--- config.mk ---
export PLATFORM = sky130hd
export DESIGN_NAME = fdvs_queue
export DESIGN_NICKNAME = d
export VERILOG_FILES = /design/src/design/fdvs_pkg.sv /design/src/design/fdvs_queue.sv
export SDC_FILE = /design/constraint.sdc
export NUM_CORES = 2
export LEC_CHECK = 0
export ABC_AREA = 1
export BUFFER_PORTS_ARGS = -buffer_cell sky130_fd_sc_hd__buf_2
export CAP_MARGIN = 30
export CORE_MARGIN = 2
export CORE_UTILIZATION = 41
export DETAILED_ROUTE_END_ITERATION = 10
export HOLD_SLACK_MARGIN = 0.12
export PLACE_DENSITY_LB_ADDON = 0.3
export RECOVER_POWER = 25
export SLEW_MARGIN = 20
export SYNTH_ARGS = -nofsm -noshare
export SYNTH_HDL_FRONTEND = slang
export SYNTH_SLANG_ARGS = --single-unit
export TNS_END_PERCENT = 30
--- constraint.sdc ---
create_clock -name clk -period 7.73 [get_ports clk]
set_input_delay 1.546 -clock clk [delete_from_list [all_inputs] [get_ports clk]]
set_output_delay 1.546 -clock clk [all_outputs]
set_load 0.05 [all_outputs]
--- src/design/fdvs_pkg.sv ---
package fdvs_pkg;

  // Sensor geometry and derived sizes.
  localparam int SENSOR_WIDTH  = 304;
  localparam int SENSOR_HEIGHT = 240;
  localparam int PIXELS        = SENSOR_WIDTH * SENSOR_HEIGHT;
  localparam int IDX_W         = $clog2(PIXELS);

  // Front pipeline: six arithmetic stages, one per cube-root bit, one final stage.
  localparam int CUBE_BITS = 21;
  localparam int FRONT_LAT = 6 + CUBE_BITS + 1;

  // Queue between front and back.
  localparam int QDEPTH = 32;
  localparam int QPTR_W = $clog2(QDEPTH);

  // Configuration register indexes.
  localparam logic [1:0] CFG_THRESHOLD      = 2'd0;
  localparam logic [1:0] CFG_FRAME_DURATION = 2'd1;
  localparam logic [1:0] CFG_REFRACTORY     = 2'd2;

  typedef struct packed {
    logic [8:0]  column;
    logic [7:0]  row;
    logic [23:0] frame_number;
    logic [7:0]  red;
    logic [7:0]  green;
    logic [7:0]  blue;
  } pixel_t;

  typedef struct packed {
    logic [8:0]  event_x;
    logic [7:0]  event_y;
    logic [43:0] event_time;
    logic        polarity;
  } event_t;

  typedef struct packed {
    logic [15:0] threshold_q12;
    logic [19:0] frame_duration_us;
    logic [23:0] refractory_us;
  } cfg_t;

  typedef struct packed {
    logic             on_sensor;
    logic [IDX_W-1:0] idx;
    logic [8:0]       x;
    logic [7:0]       y;
    logic [43:0]      stamp;
  } meta_t;

  typedef struct packed {
    meta_t       meta;
    logic [14:0] level;
  } work_t;

  typedef struct packed {
    logic [14:0] level;
    logic [43:0] quiet_until;
  } pix_state_t;

  // Status the back end and queue report to the front for admission.
  typedef struct packed {
    logic            clearing;
    logic [QPTR_W:0] q_count;
  } flow_t;

  typedef logic [24:0] lin_tab_t [0:255];

  // floor(r^5 / 2^16) for r below 2^16.
  function automatic logic [63:0] fifth_down16(input logic [63:0] r);
    logic [63:0] p;
    logic [63:0] hi;
    logic [63:0] lo;
    p  = r * r;
    p  = p * p;
    hi = p >> 32;
    lo = p & 64'hFFFF_FFFF;
    return ((hi * r) << 16) + ((lo * r) >> 16);
  endfunction

  // sRGB code to linear light, Q1.24, built at elaboration.
  function automatic lin_tab_t build_lin_tab();
    lin_tab_t    tab;
    logic [63:0] v;
    logic [63:0] t;
    logic [63:0] sq;
    logic [63:0] lo;
    logic [63:0] hi;
    logic [63:0] mid;
    for (int i = 0; i < 256; i++) begin
      v = 64'(i);
      if (i <= 10) begin
        tab[i] = 25'((v * 64'd100 * 64'd16777216 + 64'd164730) / 64'd329460);
      end else if (i == 255) begin
        tab[i] = 25'd16777216;
      end else begin
        t  = ((64'd1000 * v + 64'd14025) * 64'd65536 + 64'd134512) / 64'd269025;
        sq = t * t;
        lo = 64'd0;
        hi = 64'd65535;
        while (lo < hi) begin
          mid = (lo + hi + 64'd1) >> 1;
          if (fifth_down16(mid) <= (sq << 32)) begin
            lo = mid;
          end else begin
            hi = mid - 64'd1;
          end
        end
        tab[i] = 25'((sq * lo + (64'd1 << 23)) >> 24);
      end
    end
    return tab;
  endfunction

  localparam lin_tab_t LIN_TAB = build_lin_tab();

endpackage

--- src/design/fdvs_queue.sv ---
module fdvs_queue (
  input  logic                         clk,
  input  logic                         rst_n,
  input  logic                         push_valid,
  input  fdvs_pkg::work_t              push_item,
  input  logic                         pop,
  output fdvs_pkg::work_t              head,
  output logic [fdvs_pkg::QPTR_W:0]    count
);

  fdvs_pkg::work_t                q_r [0:fdvs_pkg::QDEPTH-1];
  logic [fdvs_pkg::QPTR_W-1:0]    wr_r, wr_nxt;
  logic [fdvs_pkg::QPTR_W-1:0]    rd_r, rd_nxt;
  logic [fdvs_pkg::QPTR_W:0]      cnt_r, cnt_nxt;

  // Pointer and count update; the front never pushes into a full queue.
  always_comb begin
    wr_nxt  = wr_r + fdvs_pkg::QPTR_W'(push_valid);
    rd_nxt  = rd_r + fdvs_pkg::QPTR_W'(pop);
    cnt_nxt = cnt_r + (fdvs_pkg::QPTR_W + 1)'(push_valid) - (fdvs_pkg::QPTR_W + 1)'(pop);
  end

  always_ff @(posedge clk) begin
    if (!rst_n) begin
      wr_r  <= '0;
      rd_r  <= '0;
      cnt_r <= '0;
    end else begin
      wr_r  <= wr_nxt;
      rd_r  <= rd_nxt;
      cnt_r <= cnt_nxt;
    end
  end

  always_ff @(posedge clk) begin
    if (push_valid) begin
      q_r[wr_r] <= push_item;
    end
  end

  assign head  = q_r[rd_r];
  assign count = cnt_r;

endmodule

## Yosys cells after proc, flatten, opt, wreduce, memory -nomap -nowiden

Memories as Yosys holds them, arrays and structs flattened. A register that Yosys moved wholly into a read port is not among the register bits.
Index checks and enable logic that the tools add are counted.

- Register bits after elaboration: 16
- Bits in writable memories: 3008
- Bits of input ports: 98
- Output and inout bits: 100
- Memories: 1

Memory list:

| name | words | bits a word | read ports | clocked after Yosys merged registers in | write ports | line | source |
|---|---|---|---|---|---|---|---|
| q_r | 32 | 94 | 1 | 1 | 1 | fdvs_queue.sv:11 | `fdvs_pkg::work_t q_r [0:fdvs_pkg::QDEPTH-1];` |

- Add/subtract/negate cells: 4
- Mux-type cells: 3

Operator list:

| operator | count |
|---|---|
| adder 5 x 1 -> 5 bit | 2 |
| adder 6 x 1 -> 6 bit | 1 |
| subtractor 6 x 1 -> 6 bit | 1 |
| two-way mux 5 bit | 1 |
| two-way mux 1 bit | 2 |

## Longest topological paths before layout

- Depth in word-level cells: 2
- Gate-level depth with buffers: 12
- Gate-level depth less buffers: 12

## Least setup slack after synthesis

Ideal clock, no wire load.

- Path kind: input to register
- From: input port push_valid
- To: memory q_r[23][0] (netlist bit) (enable)
- Setup time: 548 ps
- Arrival time: 5713 ps
- Data required time: 7182 ps
- Setup slack: 1469 ps
- Stages: 2
- Cells stage by stage: nand3_1 -> nor2_1

- Word-level cells in the longest chain between the ends: 2

Ends and longest elaborated chain:

| element | line | source |
|---|---|---|
| start, declared | fdvs_queue.sv:4 | `input logic push_valid,` |
| two-way mux 1 bit | fdvs_queue.sv:36 | `if (push_valid) begin` |
| two-way mux 1 bit (not written as such) | fdvs_queue.sv:37 | `q_r[wr_r] <= push_item;` |
| end, declared | fdvs_queue.sv:11 |  |

Every way passes these cells.

==> flow_metrics.tcl <==
set metrics [dict create \
    grt_max_degree 179 \
    syn_inst 12800 \
    grt_antenna_before_repair 35 \
    fmax_mhz 161 \
    yosys-top-cells-count "nand2_1, edfxtp_1, inv_1" \
    coreArea_um2 315000 \
    switching_share_pct 24.5 \
    cts_made_buffers 322 \
    crit_arrival_ns 4.66 \
    cts-hold-fix-buffers 0 \
    synthDominantCellAreaShare_pct 69.4 \
    start_util_pct 41.3 \
    netlist.top_cell.by_area "edfxtp_1" \
    avgViaCountPerCell 5.01 \
    fin_skew_ns 0.0511 \
    cts_sinks 3024 \
    clock_path_buffers 4 \
    io_buffers 197 \
    wl_per_cell_um 21.3 \
    worstReg2RegEnd "q_r[23][66]" \
    ys_top_cells_by_area "edfxtp_1, nand2_1, inv_1" \
    rows 206 \
    dp.cells 16700 \
    hold_path_end "wr_r[3]" \
    finalMaxSlewViolations 0 \
    finalNetCount 13000 \
    start_kind "flop" \
    p_clk_share_pct 41.0 \
    relSlewSlack_pct 8.83 \
    cp_max_fo 171 \
    die_x_um 567 \
    fp.dieArea_um2 322000 \
    worst_pin_slew_ns 1.37 \
    yosysMostFrequentCell "nand2_1" \
    chipHeight_um 567 \
    grt_overflow 0 \
    fill_cells 28600 \
    syn_area_per_cell_um2 10.2 \
    comb_power_share_pct 8.7 \
    hpwl_mm 166 \
    cellPowerDensity_nw_per_um2 248 \
    p_switching_mw 8.85 \
    yosys_most_used_dff "edfxtp_1" \
    power_mw 36.2 \
    dp_slack_ns 2.33 \
    grt_pass1_vias 81200 \
    rsz0062_at_grt "false" \
    fin_cells 17300 \
    hold-path-cell-count 2 \
    worstSetupPathType "reg2out" \
    ys.warnings.count 0 \
    hp-class "reg2reg" \
    drive_gt1_share_pct 5.79 \
    cap_violations 0 \
    setup_ws_ns 1.52 \
    setup_viol 0 \
    post-route-min-period_ns 6.21 \
    hp-start "wr_r[1]" \
    path_clk_slew_ns 0.06 \
    drt_wl_total_mm 369 \
    ant_nets 0 \
    rr_startpoint "wr_r[1]" \
    dr.pass1.iters 8 \
    synth-edff-count 3008 \
    cts_tree "done" \
    cts-htree-levels 5 \
    gp_congestion 0.760 \
    synth_cell_types 18 \
    drc 0 \
    synthArstFlopShare_pct 0 \
    vias 86700 \
    vdd_ir_drop_max_v 0.000199 \
    ys_seq_area_share_pct 69.7 \
    synth_area_um2 130000 \
    end_kind "primary output" \
    synth_seq_cells 3024 \
    top_level_ports 198 \
    grt_pass1_wl_mm 539 \
    worstRegToRegCells 3 \
    area_growth_pct 12.1 \
    cts_resized 0 \
    period_share_pct 80.3 \
    cts_root_buffer "clkbuf_16" \
    r2r_setup_slack_ns 4.36 \
    postCtsSetupRepairBufs 0 \
    required_ns 6.18 \
    finalHoldViolCount 0 \
    p_int_mw 27.3 \
    p_leak_nw 61.8 \
    status "finished, final reports clean" \
    synth_nets 12900 \
    seqPwrFrac_pct 50.3 \
    groute.usage.overall_pct 22.4 \
    tns_ns 0 \
    worstSkewPairLatency_ns 0.92 \
    drt_iter0_drc 9078 \
]
## worst max-delay path, cell delays in order (launching register included)
cell     delay, ns
dfxtp_4       0.87
buf_12        0.63
buf_12        0.64
nor2_1        0.14
nor2_1        0.13
nand2_1       0.06
nand2_1       0.05
nor2_1        0.05
nor2_1        0.14
nor2_1        0.07
nor2_1        0.36
buf_2         0.36
## cells by family (layout without fill, tap and decap cells)
kind of cell    after synthesis  in the layout  share of synthesized area (%)
compound gates              120            120                          0.462
xor+xnor                      1              1                        0.00673
fa+ha+maj                    11             11                          0.112
buf+inv                    2824           3134                           8.48
flops                      3024           3024                           69.7
other cells                   0             20                              0
simple gates               6826           6826                           21.3
## stage by stage
step / hold WS (ns) / cell area [µm²] / utilization, %
detailed placement: 0.546 / 136000 / 43.1
finish: 0.561 / 146000 / 46.3
CTS: 0.557 / 146000 / 46.2
global route: 0.590 / 146000 / 46.3
floorplan: 0.514 / 130000 / -
global placement: 0.541 / 135000 / 43.0
## power groups by stage
stage          logic (mW)  clock network (mW)  registers, mW
5_1_grt              3.49                15.7           18.2
3_3_place_gp         3.13                   0           18.5
6_report             3.16                14.8           18.2
2_1_floorplan        2.10                   0           18.6
4_1_cts              3.17                15.0           18.2
3_5_place_dp         3.15                   0           18.5
## routing by layer
layer,routed length (µm),global-route usage (%),up-vias
met4,11000,7.08,18
met3,27600,3.15,593
met2,174000,37.0,3232
li1,-,-,40900
met5,115,0,-
met1,156000,30.6,41900
## layout make-up
class / instances / area [µm²] / area share (%)
Tap cell: 4160 / 5200 / 3.57
Inverter: 2198 / 8300 / 5.69
Clock inverter: 190 / 1490 / 1.02
Clock buffer: 393 / 8490 / 5.83
Sequential cell: 3024 / 90700 / 62.2
Multi-Input combinational cell: 6958 / 28600 / 19.6
Timing Repair Buffer: 353 / 2980 / 2.04
Antenna cell: 20 / 50.0 / 0.0343
## cells in the final DEF, fill, tap and decap left out, types with 8 or more instances in the layout
cell,netlist,layout
a21oi_1,115,115
buf_12,0,56
buf_16,0,10
buf_2,328,135
buf_4,7,90
bufinv_16,0,17
clkbuf_1,234,125
clkbuf_16,0,330
clkinv_1,1,95
clkinv_2,0,50
clkinv_8,0,8
dfxtp_1,16,12
diode_2,0,20
edfxtp_1,3008,3008
ha_1,10,10
inv_1,2193,2192
inv_6,0,8
nand2_1,4682,4682
nand3_1,1613,1613
nor2_1,530,497
nor2_4,0,33
## sequential cells by signal (all words and copies together), names as in the netlist
register / cells
count: 6
q_r: 3008
rd_r: 5
wr_r: 5
## how the worst max path moves through the flow
stage	from	endpoint	depth (start not counted)
2_1_floorplan	push_valid	q_r[23][0]	2
3_3_place_gp	rd_r[0]	head[2]	11
3_5_place_dp	rd_r[0]	head[2]	11
4_1_cts	rd_r[0]	head[2]	11
5_1_grt	rd_r[0]	head[83]	11
6_report	rd_r[0]	head[83]	11
Power figures use the tool's default switching activity.
